==> src/design/str_pkg.sv <==
// Shared types, constants and helpers of the supersampled triangle rasteriser.
package str_pkg;

  localparam int VW    = 13;  // vertex coordinate, 1/16 pixel
  localparam int CW    = 32;  // RGBA8 word
  localparam int RW    = 4;   // effective sample rate
  localparam int BW    = 10;  // bounding box in whole pixels
  localparam int SW    = 13;  // sample coordinate, signed
  localparam int XW    = 20;  // scaled vertex coordinate
  localparam int OPW   = 24;  // shared multiplier operand
  localparam int PW    = 48;  // shared multiplier product
  localparam int EW    = 48;  // edge function accumulator
  localparam int CNTW  = 17;  // covered sample count
  localparam int NSTEP = 19;  // setup multiplications per draw

  localparam logic REG_RATE  = 1'b0;
  localparam logic CMD_DRAW  = 1'b0;
  localparam logic CMD_READ  = 1'b1;
  localparam logic KIND_DONE = 1'b0;
  localparam logic KIND_READ = 1'b1;

  typedef enum logic [4:0] {
    OP_NONE, OP_CR1, OP_CR2,
    OP_SX0, OP_SY0, OP_SX1, OP_SY1, OP_SX2, OP_SY2,
    OP_LOX, OP_HIX, OP_LOY, OP_HIY, OP_RB,
    OP_E0A, OP_E0B, OP_E1A, OP_E1B, OP_E2A, OP_E2B,
    OP_RDB
  } op_t;

  typedef enum logic [3:0] {
    ST_CLEAR, ST_IDLE, ST_SETUP, ST_INIT, ST_SCAN, ST_DRAIN, ST_DONE,
    ST_RD_MUL, ST_RD_STORE, ST_RD_REQ, ST_RD_WAIT
  } state_t;

  typedef struct packed {
    logic load;
    logic clear_en;
    op_t  op;
    logic scan_init;
    logic scan_en;
    logic rd_req;
    logic rd_capture;
    logic out_load;
  } ctrl_cmd_t;

  typedef struct packed {
    logic clear_last;
    logic bbox_empty;
    logic scan_last;
    logic pipe_busy;
    logic out_free;
  } dp_status_t;

  function automatic op_t setup_op(input logic [4:0] step);
    op_t r;
    case (step)
      5'd0:    r = OP_CR1;
      5'd1:    r = OP_CR2;
      5'd2:    r = OP_SX0;
      5'd3:    r = OP_SY0;
      5'd4:    r = OP_SX1;
      5'd5:    r = OP_SY1;
      5'd6:    r = OP_SX2;
      5'd7:    r = OP_SY2;
      5'd8:    r = OP_LOX;
      5'd9:    r = OP_HIX;
      5'd10:   r = OP_LOY;
      5'd11:   r = OP_HIY;
      5'd12:   r = OP_RB;
      5'd13:   r = OP_E0A;
      5'd14:   r = OP_E0B;
      5'd15:   r = OP_E1A;
      5'd16:   r = OP_E1B;
      5'd17:   r = OP_E2A;
      5'd18:   r = OP_E2B;
      default: r = OP_NONE;
    endcase
    return r;
  endfunction

  function automatic logic signed [VW-1:0] min3(input logic signed [VW-1:0] a,
                                                input logic signed [VW-1:0] b,
                                                input logic signed [VW-1:0] c);
    logic signed [VW-1:0] m;
    m = (a < b) ? a : b;
    return (m < c) ? m : c;
  endfunction

  function automatic logic signed [VW-1:0] max3(input logic signed [VW-1:0] a,
                                                input logic signed [VW-1:0] b,
                                                input logic signed [VW-1:0] c);
    logic signed [VW-1:0] m;
    m = (a > b) ? a : b;
    return (m > c) ? m : c;
  endfunction

endpackage

==> src/design/str_ctrl.sv <==
// Controller state machine: clear pass, setup sequence, scan, drain, reads, result hand-off.
module str_ctrl (
  input  logic                clk,
  input  logic                rst,
  input  logic                in_valid,
  input  logic                in_cmd,
  output logic                in_ready,
  input  str_pkg::dp_status_t status,
  output str_pkg::ctrl_cmd_t  cmd
);
  import str_pkg::*;

  state_t     state, state_next;
  logic [4:0] step, step_next;
  logic       phase, phase_next;

  always_ff @(posedge clk) begin
    if (rst) begin
      state <= ST_CLEAR;
      step  <= '0;
      phase <= 1'b0;
    end else begin
      state <= state_next;
      step  <= step_next;
      phase <= phase_next;
    end
  end

  always_comb begin
    state_next = state;
    step_next  = step;
    phase_next = phase;
    in_ready   = 1'b0;
    cmd        = '0;
    cmd.op     = OP_NONE;
    case (state)
      ST_CLEAR: begin
        cmd.clear_en = 1'b1;
        if (status.clear_last) state_next = ST_IDLE;
      end
      ST_IDLE: begin
        in_ready = 1'b1;
        if (in_valid) begin
          cmd.load   = 1'b1;
          step_next  = '0;
          phase_next = 1'b0;
          state_next = (in_cmd == CMD_READ) ? ST_RD_MUL : ST_SETUP;
        end
      end
      ST_SETUP: begin
        // phase 0 issues a multiplication; phase 1 waits while its product lands
        if (!phase) begin
          cmd.op     = setup_op(step);
          phase_next = 1'b1;
        end else begin
          phase_next = 1'b0;
          if (step == 5'(NSTEP - 1)) state_next = ST_INIT;
          else step_next = step + 5'd1;
        end
      end
      ST_INIT: begin
        cmd.scan_init = 1'b1;
        state_next    = status.bbox_empty ? ST_DRAIN : ST_SCAN;
      end
      ST_SCAN: begin
        cmd.scan_en = 1'b1;
        if (status.scan_last) state_next = ST_DRAIN;
      end
      ST_DRAIN: begin
        if (!status.pipe_busy) state_next = ST_DONE;
      end
      ST_DONE: begin
        if (status.out_free) begin
          cmd.out_load = 1'b1;
          state_next   = ST_IDLE;
        end
      end
      ST_RD_MUL: begin
        cmd.op     = OP_RDB;
        state_next = ST_RD_STORE;
      end
      ST_RD_STORE: state_next = ST_RD_REQ;
      ST_RD_REQ: begin
        cmd.rd_req = 1'b1;
        state_next = ST_RD_WAIT;
      end
      ST_RD_WAIT: begin
        cmd.rd_capture = 1'b1;
        state_next     = ST_DONE;
      end
      default: state_next = ST_IDLE;
    endcase
  end

endmodule

==> config.mk <==
export PLATFORM = sky130hd
export DESIGN_NAME = str_ctrl
export DESIGN_NICKNAME = d
export VERILOG_FILES = /design/src/design/str_pkg.sv /design/src/design/str_ctrl.sv
export SDC_FILE = /design/constraint.sdc
export NUM_CORES = 1
export LEC_CHECK = 0
export BUFFER_PORTS_ARGS = -buffer_cell sky130_fd_sc_hd__buf_2
export CAP_MARGIN = 30
export CORE_MARGIN = 5
export CORE_UTILIZATION = 53
export DETAILED_ROUTE_END_ITERATION = 10
export HOLD_SLACK_MARGIN = 0.1
export PLACE_DENSITY = 0.82
export SLEW_MARGIN = 20
export SYNTH_ARGS = -nofsm -noshare
export SYNTH_HDL_FRONTEND = slang
export SYNTH_SLANG_ARGS = --single-unit
==> constraint.sdc <==
create_clock -name clk -period 2.8 [get_ports clk]
set_clock_uncertainty 0.1 [all_clocks]
set_input_delay 0 -clock clk [delete_from_list [all_inputs] [get_ports clk]]
set_output_delay 0 -clock clk [all_outputs]
set_load 0.01 [all_outputs]
---- Yosys cells after proc, flatten, opt, wreduce, memory -nomap -nowiden ----
Memory sizes are Yosys's and may differ from the RTL's. A register that Yosys moved wholly into a read port is not among the register bits.
Index checks and enable logic that the tools add are counted.
W data, S select, Z words.
cells by class
  add/subtract/negate cells ............... 1
  equal/unequal tests ..................... 19
  reductions and logical operators ........ 5
  muxes and demuxes ....................... 31
operator list
  operator               number
  $pmux W4 S11           1
  $mux W5                6
  $mux W4                7
  $pmux W5 S2            2
  $eq A4 B3 Y1 const B   4
  $ne A2 B2 Y1 const B   8
  $mux W1                13
  $eq A4 B4 Y1 const B   3
  $eq A4 B2 Y1 const B   2
  $reduce_and A7 Y1      1
  $add A5 B1 Y5 const B  1
  $eq A5 B5 Y1 const B   1
  $eq A4 B1 Y1 const B   1
  $logic_not A4 Y1       1
  $reduce_and A4 Y1      1
  $mux W3                1
  $pmux W1 S2            1
  $reduce_and A2 Y1      1
  $reduce_bool A2 Y1     1
storage, ports and cells
  register bits after elaboration ......... 10
  memories ................................ 1
  output and inout port bits .............. 13
  ROM bits ................................ 160
memories
  name             words  width  rd ports  clocked after Yosys merged registers in  write ports  line           text
  (no name shown)  32     5      1         1                                        0            str_pkg.sv:56  case (step)

---- Longest topological paths before layout ----
  word-level depth ........................ 6
  depth in mapped cells ................... 9

---- Worst setup path after synthesis ----
OpenSTA, ideal clock, no wires.
  path kind ............................... reg-to-reg
  from .................................... reg state[3]
  to ...................................... reg (tool-made name)
  stages on the path, launching flop included .. 9
  arrival time ............................ 2.272 ns
  library setup time ...................... 0.072 ns
  required time ........................... 2.628 ns
  buffers on the path ..................... 1
  setup slack ............................. 0.357 ns
  cells stage by stage .................... dfxtp_1 -> buf_6 -> nor4b_1 -> and2_1 -> or2_2 -> a21oi_1 -> ha_1 -> or3_1 -> mux2i_1
RTL lines
  element                 line            text
  start, declared         str_ctrl.sv:13  state_t state, state_next;
  start signal, assigned  str_ctrl.sv:23  state <= state_next;

==> key figures <==
Routing
  • Vias/cell: ~5.8
  • Via count: ~1k
  • DR iter-0 viols: 29
  • Final WL: ~2.5 mm
  • DRT Pass-1 Iters: 4
  • Per-cell routed wire length: about 14 um
  • Post-DRT Antenna Nets: 0
  • Number of remaining DRC errors: 0

Clocking
  • H-Tree Depth: 1
  • CTS Hold Bufs: 2
  • CTS sink count: 15
  • Root Driver: clkbuf_4
  • CTS buffer count: 3
  • Clk pin slew, worst setup/hold paths: ~90 ps
  • Number of setup buffers added after CTS: 0
  • PostCTS Resize Cnt: 0
  • Clock Latency Late Sink: around 290 ps
  • Clock Path Buffers: 2
  • CTS tree: yes

Critical path
  • CP Cell Sequence: or4b_4 > a21oi_1 > or3_1 > a21oi_1 > ha_1 > or3_1 > mux2i_1
  • CP max stage delay: around 570 ps
  • CP delay by family, top: simple AND/OR/NAND/NOR gates
  • Reg2Reg Depth: 7
  • Critical path class: reg -> reg
  • Reg2reg start: state[0]$_SDFFE_PP0P_
  • Worst EP arrival: 2540 ps
  • Bufs and invs on worst path: 0
  • Critical Path Start Type: register
  • Critical Path Slowest Stage Cell: or4b_4
  • Required time worst endpoint: 2930 ps
  • R2R Setup Slk: between 300 and 400 ps
  • Crit end category: register
  • Crit path max fanout: 8

Min path
  • Hold path endpoint: state[0]$_SDFFE_PP0P_
  • Worst hold path cell count: 6
  • Worst Hold Class: in -> reg
  • Min-delay src: status[3]

Logic synthesis
  • Post-synth ARST share: 0%
  • Synth Cell Area: roughly 1100 um2
  • Synth unique cells: 49
  • Cells after Synth: about 130
  • Sequential area share after synthesis: between 20% and 30%
  • Number of synthesized flops with an enable pin: 0
  • Yosys reg bits: 15
  • Syn. warnings: 0
  • Predominant post-synthesis flop cell: dfxtp_1
  • Avg Cell Area, Syn: about 8.3 um2
  • Net Count, Synth: roughly 140

Placed design
  • PortBufs: 21
  • Post-DP Area: around 1200 um2
  • Post-Place Setup Slack: approximately 410 ps
  • GPL Wtd Cong: ~0.9
  • Placed cells: roughly 170
  • Post-DP HPWL: around 1.8 mm

STA
  • Post-layout minimum cycle time: around 2400 ps
  • Fin. Hold Viols: 0
  • Setup TNS: 0 ps
  • Final WS setup: slightly below 400 ps
  • Max-slew violation count: 0
  • Final period utilization: 86.23%
  • Setup violators final: 0
  • Slew @ Worst Pin: approximately 520 ps
  • RSZ-0062 raised after global routing: no
  • Fmax achieved: approximately 410 MHz
  • Max-slew headroom: approximately two thirds

Layout
  • Design area: ~1200 um2
  • Multi-input gate area: roughly 690 um2
  • Ant diodes: 0
  • Fillcell total: 180
  • Layout Nets: 165
  • Area Overhead vs Synth: 15.49%
  • Reg area: about 300 um2
  • Final non-filler cell total: approximately 180
  • Layout cells sized above 1: around a quarter

Power
  • Sw Ratio: around 43%
  • Gate power share: 55.6%
  • Power Dens Cells: approximately 760 nW/um2
  • Switching pwr: approximately 0.41 mW
  • Internal Power: between 0.5 and 0.6 mW
  • Leak: ~0.51 nW
  • Clock power frac: a little over an eighth
  • VDD IR max: just over 400 uV
  • Sequential power share: ~31%

Global route
  • First-pass GRT wire length: 4.160 mm
  • Vias in the first global route: 971
  • Initial antenna violation count: 0
  • Pin count of the biggest net entering global routing: 20
  • Gr usage total: about a fifth
  • GRT overflow: 0

Run status
  • Status: complete, no violations

Die
  • Die area: ~3000 um2
  • Core Rows: 16
  • Core area: 1942 um2
  • Starting Density: between 50% and 60%
  • Die Span X: 54.85 um
  • Die height: ~55 um
  • I/O Pins: 22

Run
  • MaxCap Viol Count: 0
-- through the flow --
stage          util [%]  hold WS [ps]  power [mW]
3_5_place_dp      61.02         253.3      0.8127
3_3_place_gp      61.02         224.1      0.8029
5_1_grt           63.40         281.3       1.022
6_report          63.40         212.2      0.9395
2_1_floorplan         -         50.93      0.6999
4_1_cts           63.40         224.9      0.9418
-- worst max path at each step --
stage                               start       end  depth (start not counted)
global route        state[0]$_SDFFE_PP0P_  register                          7
CTS                 state[0]$_SDFFE_PP0P_  register                          7
global placement    state[0]$_SDFFE_PP0P_  register                          7
detailed placement  state[0]$_SDFFE_PP0P_  register                          7
floorplan           state[3]$_SDFFE_PP0P_  register                          8
finish              state[0]$_SDFFE_PP0P_  register                          7
-- cells by family (layout without fill, tap and decap cells) --
group           Yosys count  after routing  share of synthesized area [%]
compound gates           36             36                          25.35
buf+inv                  15             37                          6.807
fa+ha+maj                 4              4                          4.695
mux                       4              4                          3.756
simple gates             55             55                          31.22
flops                    15             15                          28.17
-- metal layers --
| layer | part of all wire [%] | routed length [um] | vias to the layer above | track usage [%] |
|---|---|---|---|---|
| met4 | 1.7 | 42 | 0 | 9.544 |
| met2 | 48 | 1191 | 27 | 32.87 |
| li1 | - | - | 514 | - |
| met5 | 0 | 0 | - | 0 |
| met1 | 44 | 1098 | 478 | 22.66 |
| met3 | 5.8 | 144 | 6 | 2.725 |
-- Yosys cell counts (3+ instances only) --
library cell | count | area [um2]
ha_1 | 4 | 50.05
and3_1 | 5 | 31.28
nor2_1 | 9 | 33.78
dfxtp_1 | 15 | 300.3
o21ai_0 | 4 | 20.02
inv_1 | 6 | 22.52
mux2i_1 | 4 | 40.04
nand2b_1 | 3 | 18.77
nor3_1 | 4 | 20.02
nand3_1 | 4 | 20.02
clkbuf_1 | 5 | 18.77
a21oi_1 | 11 | 55.05
nor2b_1 | 4 | 25.02
nand2_1 | 8 | 30.03
-- layout by cell type (no fill, tap or decap), drive strengths merged, types with 2 or more instances in the layout --
master and count:
buf 25, dfxtp 15, a21oi 13, nor2 9, nand2 8, inv 6
and3 5, o21ai 5, nor2b 4, nor3 4, nand3 4, mux2i 4
ha 4, clkbuf 4, nand2b 3, or3 2, and2 2, or2 2
o21a 2, nand4 2, a211oi 2, dlygate4sd3 2, nor4b 2
-- power groups by stage --
stage | Sequential [mW] | Clock [mW] | Combinational, mW
6_report | 0.293 | 0.124 | 0.522
5_1_grt | 0.299 | 0.138 | 0.584
4_1_cts | 0.292 | 0.128 | 0.522
3_5_place_dp | 0.296 | 0 | 0.516
3_3_place_gp | 0.295 | 0 | 0.508
2_1_floorplan | 0.273 | 0 | 0.427
-- worst register-to-register path: cells and delay by family (launching register included) --
kind / cells / cell delay (ps)
AO/OA/AOI/OAI: 2 / 380
adder cells (fa/ha/maj): 1 / 260
flip-flops: 1 / 370
multiplexers: 1 / 130
AND/OR/NAND/NOR: 3 / 1120
-- layout make-up --
class | count | share of cell area, %
timing repair buffer | 27 | 12.60
tap | 27 | 2.744
inverter | 6 | 1.829
multi-input combinational | 99 | 56.30
sequential | 15 | 24.39
clock buffer | 4 | 2.134
Power figures use the tool's default switching activity.
